## src/dbv_pkg.sv

```systemverilog
// Shared types, constants and the FNV-1a step for the download body verifier.
// No dependencies; every module of the block imports this package.
package dbv_pkg;

  localparam int BUFFER_BYTES = 4096;
  localparam int CNT_W        = $clog2(BUFFER_BYTES + 1);
  localparam int LEN_W        = 13;
  localparam int HASH_W       = 32;
  localparam int CFG_W        = 32;

  localparam logic [HASH_W-1:0] FNV_BASIS = 32'd2166136261;
  localparam logic [7:0]        CHAR_CR   = 8'h0D;
  localparam logic [7:0]        CHAR_LF   = 8'h0A;

  localparam logic CFG_EXP_SIZE = 1'b0;
  localparam logic CFG_EXP_SUM  = 1'b1;

  typedef enum logic [1:0] {
    ST_OK       = 2'd0,
    ST_TOO_BIG  = 2'd1,
    ST_SIZE     = 2'd2,
    ST_CHECKSUM = 2'd3
  } status_e;

  // Length and hash of one finished response.
  typedef struct packed {
    logic [CNT_W-1:0]  len;
    logic [HASH_W-1:0] hash;
  } fin_t;

  // One FNV-1a step. The prime 16777619 is 2^24 + 2^8 + 2^7 + 2^4 + 2^1 + 1,
  // so the multiply is a sum of six shifted copies.
  function automatic logic [HASH_W-1:0] fnv_step(input logic [HASH_W-1:0] h,
                                                 input logic [7:0] b);
    logic [HASH_W-1:0] x;
    x = h ^ {24'd0, b};
    return x + (x << 1) + (x << 4) + (x << 7) + (x << 8) + (x << 24);
  endfunction

endpackage

```

## src/dbv_scan.sv

```systemverilog
// Per-byte stream state: delimiter search, byte counts and both running hashes.
// Depends on dbv_pkg.
module dbv_scan (
  input  logic          clk_i,
  input  logic          rst_ni,
  input  logic          take_i,
  input  logic [7:0]    data_byte_i,
  input  logic          byte_valid_i,
  input  logic          last_i,
  output logic          fin_fire_o,
  output dbv_pkg::fin_t fin_o
);
  import dbv_pkg::*;

  typedef enum logic [1:0] {
    D_NONE   = 2'd0,
    D_CR     = 2'd1,
    D_CRLF   = 2'd2,
    D_CRLFCR = 2'd3
  } delim_e;

  delim_e            prog_q, prog_d;
  logic              found_q, found_d;
  logic [CNT_W-1:0]  total_q, total_d;
  logic [CNT_W-1:0]  body_q, body_d;
  logic [HASH_W-1:0] whole_q, whole_d;
  logic [HASH_W-1:0] after_q, after_d;

  logic              room;
  logic              use_byte;
  delim_e            prog_nxt;
  logic              hit;

  assign room     = total_q < CNT_W'(BUFFER_BYTES);
  assign use_byte = byte_valid_i && room;

  // CR LF CR LF matcher.
  always_comb begin
    hit = 1'b0;
    if (data_byte_i == CHAR_CR) begin
      prog_nxt = (prog_q == D_CRLF) ? D_CRLFCR : D_CR;
    end else if (data_byte_i == CHAR_LF) begin
      unique case (prog_q)
        D_CR:     prog_nxt = D_CRLF;
        D_CRLFCR: begin
          prog_nxt = D_NONE;
          hit      = 1'b1;
        end
        default:  prog_nxt = D_NONE;
      endcase
    end else begin
      prog_nxt = D_NONE;
    end
  end

  always_comb begin
    prog_d  = prog_q;
    found_d = found_q;
    total_d = total_q;
    body_d  = body_q;
    whole_d = whole_q;
    after_d = after_q;
    if (use_byte) begin
      total_d = total_q + CNT_W'(1);
      whole_d = fnv_step(whole_q, data_byte_i);
      if (found_q) begin
        body_d  = body_q + CNT_W'(1);
        after_d = fnv_step(after_q, data_byte_i);
      end else begin
        prog_d  = prog_nxt;
        found_d = hit;
      end
    end
  end

  assign fin_fire_o = take_i && last_i;
  assign fin_o.len  = found_d ? body_d : total_d;
  assign fin_o.hash = found_d ? after_d : whole_d;

  always_ff @(posedge clk_i or negedge rst_ni) begin
    if (!rst_ni) begin
      prog_q  <= D_NONE;
      found_q <= 1'b0;
      total_q <= '0;
      body_q  <= '0;
      whole_q <= FNV_BASIS;
      after_q <= FNV_BASIS;
    end else if (take_i) begin
      if (last_i) begin
        prog_q  <= D_NONE;
        found_q <= 1'b0;
        total_q <= '0;
        body_q  <= '0;
        whole_q <= FNV_BASIS;
        after_q <= FNV_BASIS;
      end else begin
        prog_q  <= prog_d;
        found_q <= found_d;
        total_q <= total_d;
        body_q  <= body_d;
        whole_q <= whole_d;
        after_q <= after_d;
      end
    end
  end

endmodule

```

## src/dbv_verdict.sv

```systemverilog
// Result stages: holds a finished length and hash, grades it and drives the output.
// Depends on dbv_pkg.
module dbv_verdict (
  input  logic                      clk_i,
  input  logic                      rst_ni,
  input  logic                      fin_fire_i,
  input  dbv_pkg::fin_t             fin_i,
  input  logic [dbv_pkg::CFG_W-1:0] exp_size_i,
  input  logic [dbv_pkg::CFG_W-1:0] exp_sum_i,
  output logic                      busy_o,
  output logic                      out_valid_o,
  input  logic                      out_stall_i,
  output logic [1:0]                status_o,
  output logic [dbv_pkg::LEN_W-1:0] body_length_o,
  output logic [dbv_pkg::HASH_W-1:0] body_hash_o
);
  import dbv_pkg::*;

  logic              fin_valid_q, fin_valid_d;
  fin_t              fin_q;
  logic              out_valid_q, out_valid_d;
  status_e           status_q, status_d;
  logic [LEN_W-1:0]  len_q;
  logic [HASH_W-1:0] hash_q;
  logic              move;

  assign move   = fin_valid_q && (!out_valid_q || !out_stall_i);
  assign busy_o = fin_valid_q && out_valid_q && out_stall_i;

  always_comb begin
    priority if (exp_size_i > CFG_W'(BUFFER_BYTES)) begin
      status_d = ST_TOO_BIG;
    end else if (CFG_W'(fin_q.len) != exp_size_i) begin
      status_d = ST_SIZE;
    end else if (fin_q.hash != exp_sum_i) begin
      status_d = ST_CHECKSUM;
    end else begin
      status_d = ST_OK;
    end
  end

  always_comb begin
    fin_valid_d = fin_valid_q;
    if (fin_fire_i) begin
      fin_valid_d = 1'b1;
    end else if (move) begin
      fin_valid_d = 1'b0;
    end
    out_valid_d = out_valid_q;
    if (move) begin
      out_valid_d = 1'b1;
    end else if (!out_stall_i) begin
      out_valid_d = 1'b0;
    end
  end

  always_ff @(posedge clk_i or negedge rst_ni) begin
    if (!rst_ni) begin
      fin_valid_q <= 1'b0;
      out_valid_q <= 1'b0;
    end else begin
      fin_valid_q <= fin_valid_d;
      out_valid_q <= out_valid_d;
    end
  end

  always_ff @(posedge clk_i) begin
    if (fin_fire_i) begin
      fin_q <= fin_i;
    end
    if (move) begin
      status_q <= status_d;
      len_q    <= LEN_W'(fin_q.len);
      hash_q   <= fin_q.hash;
    end
  end

  assign out_valid_o   = out_valid_q;
  assign status_o      = status_q;
  assign body_length_o = len_q;
  assign body_hash_o   = hash_q;

endmodule

```

## src/download_body_verifier.sv

```systemverilog
// Download body verifier: top level with the configuration registers.
// Depends on dbv_pkg, dbv_scan and dbv_verdict.
//
// The block takes an HTTP response one byte per request and, on the request
// marked last, returns the body length, the FNV-1a 32-bit hash of the body and
// a status (ok, too big, size mismatch, checksum mismatch). The body is what
// follows the first CR LF CR LF; without that delimiter the whole response is
// the body. Only the first 4096 bytes of a response count; later bytes are
// dropped without touching the hashes or the delimiter search. A request with
// byte_valid low carries no byte, which is how an empty response is closed.
// One input request is taken every clock cycle while input stall is low. The
// per-byte path is one FNV step (an XOR and a sum of six shifted copies of
// the hash) plus a count increment, all between the stream state registers.
// The edge that takes a result's last request captures length and hash in a
// holding stage; from there the result is graded into the output register,
// and is valid on the output, once the output is free. Those two stages
// buffer results, so input stall rises only when both hold a result and the
// output is stalled. There is no state to clear after reset.
// Expected size and checksum must be written through the configuration port
// only while no response is in flight, a rule on the user that the block does
// not enforce; status uses the values held when the output register loads.
module download_body_verifier (
  input  logic                       clk_i,
  input  logic                       rst_ni,
  input  logic                       cfg_we_i,
  input  logic                       cfg_index_i,
  input  logic [dbv_pkg::CFG_W-1:0]  cfg_wdata_i,
  input  logic                       in_valid_i,
  output logic                       in_stall_o,
  input  logic [7:0]                 data_byte_i,
  input  logic                       byte_valid_i,
  input  logic                       last_i,
  output logic                       out_valid_o,
  input  logic                       out_stall_i,
  output logic [1:0]                 status_o,
  output logic [dbv_pkg::LEN_W-1:0]  body_length_o,
  output logic [dbv_pkg::HASH_W-1:0] body_hash_o
);
  import dbv_pkg::*;

  logic [CFG_W-1:0] exp_size_q;
  logic [CFG_W-1:0] exp_sum_q;
  logic             busy;
  logic             take;
  logic             fin_fire;
  fin_t             fin;

  // Configuration registers; both reset to zero.
  always_ff @(posedge clk_i or negedge rst_ni) begin
    if (!rst_ni) begin
      exp_size_q <= '0;
      exp_sum_q  <= '0;
    end else if (cfg_we_i) begin
      unique case (cfg_index_i)
        CFG_EXP_SIZE: exp_size_q <= cfg_wdata_i;
        CFG_EXP_SUM:  exp_sum_q  <= cfg_wdata_i;
        default:      exp_sum_q  <= exp_sum_q;
      endcase
    end
  end

  // A request is taken whenever the result stages can absorb one more result.
  assign in_stall_o = busy;
  assign take       = in_valid_i && !busy;

  dbv_scan u_scan (
    .clk_i        (clk_i),
    .rst_ni       (rst_ni),
    .take_i       (take),
    .data_byte_i  (data_byte_i),
    .byte_valid_i (byte_valid_i),
    .last_i       (last_i),
    .fin_fire_o   (fin_fire),
    .fin_o        (fin)
  );

  dbv_verdict u_verdict (
    .clk_i         (clk_i),
    .rst_ni        (rst_ni),
    .fin_fire_i    (fin_fire),
    .fin_i         (fin),
    .exp_size_i    (exp_size_q),
    .exp_sum_i     (exp_sum_q),
    .busy_o        (busy),
    .out_valid_o   (out_valid_o),
    .out_stall_i   (out_stall_i),
    .status_o      (status_o),
    .body_length_o (body_length_o),
    .body_hash_o   (body_hash_o)
  );

endmodule

```

## config.mk

```make
export PLATFORM = sky130hd
export DESIGN_NAME = download_body_verifier
export DESIGN_NICKNAME = d
export VERILOG_FILES = /design/src/dbv_pkg.sv /design/src/dbv_scan.sv /design/src/dbv_verdict.sv /design/src/download_body_verifier.sv
export SDC_FILE = /design/constraint.sdc
export NUM_CORES = 1
export LEC_CHECK = 0
export BUFFER_PORTS_ARGS = -buffer_cell sky130_fd_sc_hd__buf_2
export CAP_MARGIN = 20
export CORE_MARGIN = 2
export CORE_UTILIZATION = 65
export DETAILED_ROUTE_END_ITERATION = 16
export PLACE_DENSITY = 0.91
export REMOVE_ABC_BUFFERS = 1
export SYNTH_ARGS = -nofsm -noshare
export SYNTH_HDL_FRONTEND = slang
export SYNTH_HIERARCHICAL = 1
export SYNTH_SLANG_ARGS = --single-unit
```

## constraint.sdc

```tcl
create_clock -name clk_i -period 8.4 [get_ports clk_i]
set_input_delay 1.26 -clock clk_i [delete_from_list [all_inputs] [get_ports clk_i]]
set_output_delay 1.26 -clock clk_i [all_outputs]
set_load 0.01 [all_outputs]
```

# --- Word-level counts from Yosys, hierarchy flattened ---
# Cells that the tools add are included.
totals:
  reg_bits: 251
  in_bits: 48
op_classes:
  n_addsub: 12
  n_lt_le_gt_ge: 2
  n_eq_ne: 9
  mux: 31
  bitwise_logic: 3
  n_reduce_logical: 15
ops:
  columns: ["op", "count"]
  rows:
  - ["$add A32 B32 Y32", 10]
  - ["$mux W32", 6]
  - ["$mux W13", 6]
  - ["$xor A32 B8 Y32", 2]
  - ["$gt A32 B13 Y1 const B", 1]
  - ["$ne A13 B32 Y1", 1]
  - ["$ne A32 B32 Y1", 1]
  - ["$add A13 B1 Y13 const B", 2]
  - ["$mux W2", 9]
  - ["$eq A8 B4 Y1 const B", 2]
  - ["$lt A13 B13 Y1 const B", 1]
  - ["$mux W1", 10]
  - ["$logic_and A1 B1 Y1", 6]
  - ["$eq A2 B2 Y1 const B", 2]
  - ["$reduce_and A2 Y1", 2]
  - ["$reduce_bool A2 Y1", 2]
  - ["$logic_not A1 Y1", 3]
  - ["$reduce_and A3 Y1", 1]
  - ["$eq A2 B1 Y1 const B", 1]
  - ["$ne A2 B1 Y1 const B", 1]
  - ["$ne A2 B2 Y1 const B", 1]
  - ["$logic_or A1 B1 Y1", 1]
  - ["$not A1 Y1", 1]

# --- Logic depth before layout (Yosys ltp) ---
depth:
  depth_word: 9
  ltp_mapped: 18
  ltp_nobuf: 18

# --- Cells and area by module ---
# The synthesis kept the hierarchy.
modules_own_cells:
  columns: ["module", "n_inst", "cells_per_inst", "area_each_um2", "seq_area_each_um2"]
  rows:
  - ["dbv_scan", 1, 1558, 13460.4, 2362.3]
  - ["dbv_verdict", 1, 172, 3428.3, 2812.7]
  - ["download_body_verifier", 1, 138, 2432.3, 1601.5]

# --- Least setup slack after synthesis ---
# Ideal clock, no wire load.
synth_path:
  path_kind: "input port to flip-flop"
  startpoint: "input data_byte_i[0]"
  endpoint: "register u_verdict/fin_q[25] (netlist bit), data pin"
  setup_time_ps: 261
  arrival_time_ps: 5505
  required_time_ps: 8139
  setup_slack_ps: 2635
  stages: 17
  n_path_buf: 1
  cell_sequence: "clkbuf_1 > xor2_1 > inv_1 > fa_1 > fa_1 > inv_1 > fa_1 > ha_1 > and4_4 > a21o_1 > a211oi_2 > o211ai_1 > a311oi_2 > o21ba_1 > xnor2_1 > o21ai_1 > a221o_1"
synth_rtl:
  columns: ["element", "line_no", "rtl"]
  rows:
  - ["from (decl)", "download_body_verifier.sv:30", "input logic [7:0] data_byte_i,"]
  - ["to (signal assigned)", "dbv_verdict.sv:69", "fin_q <= fin_i;"]
  - ["to (decl)", "dbv_verdict.sv:20", "fin_t fin_q;"]

==> flow_summary.ini <==
[synthesis]
synth_seq_cells = 251
synth_cell_types = 87
ys_warn_count = 6
synthesis.instances = 1868
syn_area_um2 = 19300
synth_edf_count = 92
synth_ff_type = dfrtp_1
seq_area_frac_synth_pct = 35.1
postSynthAreaPerCell_um2 = 10.3
synthArstFlopShare_pct = 63.3

[critical_path]
startpoint_type = primary input
cp_common_cell = fa_1
required_ns = 8.69
worst-setup-path-type = primary input to register
worst-path-buf-inv = 3
critPathMaxFanout = 6
cp_cell_sequence = buf_2, xor2_1, fa_1, fa_1, inv_1, fa_1, inv_1, ha_1, and4_4, a21o_1, a211oi_2, o211ai_1, a311oi_2, o21ba_1, xnor2_1, o21ai_1, a221o_1
cp-end-kind = register
cp_slowest_cell = a311oi_2
critical-path-top-delay-family = adder cells
critPathArrivalTime_ns = 6.27
critPathMaxStageDelay_ns = 0.57

[sta]
rsz0062_at_grt = false
period_share_pct = 71.2
drv_slew = 0
finalSetupViolCount = 0
fmax_mhz = 167
fin_setup_tns_ns = 0
max_slew_margin_pct = 27.8
hold_viol_final = 0
worstMarginPinSlew_ns = 1.08
period_needed_ns = 5.98
skew_ns = 0.0119

[grt]
gr-total-overflow = 0
first_global_vias = 15400
grt_max_degree = 91
antenna_found_initial = 4
grt_pass1_wl_um = 85900
track_usage_pct = 35.9

[floorplan]
die_w_um = 176
die_area_um2 = 31100
pin_count = 97
core_area_um2 = 29500
num_rows = 63
dieHeight_um = 176
initial_core_util_pct = 65.5

[job]
cap_viol_max_count = 0

[clocking]
cts-root-buf = clkbuf_16
clk_latency_ns = 0.53
cts_buffers = 26
clockBufferDepth = 3
clk_pin_slew_ns = 0.07
ctsResizeCount = 0
cts_tree = built
cts_sinks = 251
holdBufCountCts = 0
cts-htree-levels = 1
post_cts_buffers = 0

[layout]
n_fill_cell = 1963
final_nets = 2261
drive_gt1_share_pct = 14.4
syn2layout_area_growth_pct = 8.39
fin_area_um2 = 20900
layout.cells.non_filler = 2350

[placement]
gp_congestion = 0.999
dp_hpwl_um = 40000
dp_cells = 2299
io_buffers = 96
placed_cell_area_um2 = 20100

[drt]
drt-initial-drc-count = 1777
vias = 15100
drt_wl_total_um = 54300
postRouteAntennaNets = 0
drt-wirelength-per-cell_um = 23.1
drc = 0
drt_first_pass_iters = 7
vias_per_cell = 6.41

[status]
status = completed

[worst_hold_path]
holdCritPathClass = register to register
-- cell usage in the layout, fill, tap and decap left out, types with 91 or more instances in the layout --
cell type and n:
o21ai_0 91, ha_1 119, inv_1 273, a21oi_1 105, nand2_1 162, dfrtp_1 131
edfxtp_1 92, buf_2 95, fa_1 157
-- worst paths after layout --
path	start	to	slack, ns	depth (start not counted)
worst max-delay path	data_byte_i[2]	u_verdict/fin_q[25]	2.42	17
worst min-delay path	u_verdict/fin_q[13]	u_verdict/body_hash_o[13]	0.47	0
worst max register to register	u_scan/whole_q[2]	u_verdict/fin_q[25]	2.72	16
worst min register to register	u_verdict/fin_q[13]	u_verdict/body_hash_o[13]	0.47	0
max in group asynchronous	rst_ni	u_scan/body_q[3]	6.08	2
min in group asynchronous	rst_ni	exp_sum_q[30]	0.80	1
-- area by class of cell --
cell class,count,area [um2],share of cell area [%]
Inverter,275,1030,4.93
Clock inverter,19,168,0.801
Clock buffer,29,683,3.26
Antenna cell,3,7.51,0.0358
Sequential cell,251,6780,32.4
Timing Repair Buffer,109,584,2.79
Tap cell,390,488,2.33
Multi-Input combinational cell,1274,11200,53.5
-- state kept, by name, indices dropped and copies added (netlist names), 2 cells and up --
signal and flops:
u_verdict/body_hash_o 32, u_verdict/status_o 2, u_verdict/body_length_o 13, u_verdict/fin_q 45, u_scan/prog_q 2, exp_size_q 32
u_scan/after_q 32, u_scan/body_q 13, u_scan/whole_q 32, exp_sum_q 32, u_scan/total_q 13
-- worst reg2reg max path, stage by stage (launching register included) --
cell and delay [ns]:
dfstp_2 0.57, xor2_1 0.53, fa_1 0.56, fa_1 0.55
inv_1 0.06, fa_1 0.52, inv_1 0.04, ha_1 0.38
and4_4 0.21, a21o_1 0.18, a211oi_2 0.28, o211ai_1 0.20
a311oi_2 0.57, o21ba_1 0.21, xnor2_1 0.14, o21ai_1 0.09
a221o_1 0.35
-- stage by stage --
stage | hold slack (ns) | util (%) | setup WS, ns
3_3_place_gp | 0.454 | 68.1 | 2.09
6_report | 0.471 | 71.0 | 2.42
2_1_floorplan | 0.436 | - | 2.68
3_5_place_dp | 0.476 | 68.1 | 1.96
4_1_cts | 0.471 | 71.0 | 2.49
5_1_grt | 0.496 | 71.0 | 2.17
-- cells by family (layout without fill, tap and decap cells) --
logic type | count (synthesis) | after routing | synth area share (%)
AO/OA/AOI/OAI | 402 | 402 | 13.7
buffers and inverters | 343 | 432 | 7.17
flip-flops | 251 | 251 | 35.1
other | 0 | 3 | 0
AND/OR/NAND/NOR | 372 | 372 | 8.92
adder cells (fa/ha/maj) | 276 | 276 | 24.0
multiplexers | 71 | 71 | 4.26
XOR/XNOR | 153 | 153 | 6.94
-- per-layer routing --
metal | global-route usage (%) | vias up | wire length (um)
met3 | 7.26 | 212 | 5770
met5 | 0 | - | 0
met4 | 16.2 | 0 | 2810
met1 | 47.0 | 7390 | 20300
met2 | 58.2 | 994 | 25400
li1 | - | 6477 | -
-- synthesized netlist by cell type (22+ instances only) --
cell / instances / area share, %
inv_1: 274 / 5.3
nand2_1: 162 / 3.1
fa_1: 157 / 16
dfrtp_1: 131 / 17
ha_1: 119 / 7.7
a21oi_1: 105 / 2.7
edfxtp_1: 92 / 14
o21ai_0: 91 / 2.4
nor2_1: 90 / 1.7
xor2_1: 90 / 4.1
xnor2_1: 63 / 2.9
mux2_2: 58 / 3.4
clkbuf_1: 44 / 0.85
a21o_1: 30 / 1.2
dfstp_2: 28 / 3.8
and3_1: 22 / 0.71
Power is left out: the tool's default activity adds up to more than one toggle a clock period on the data nets, which glitch-free logic cannot reach.
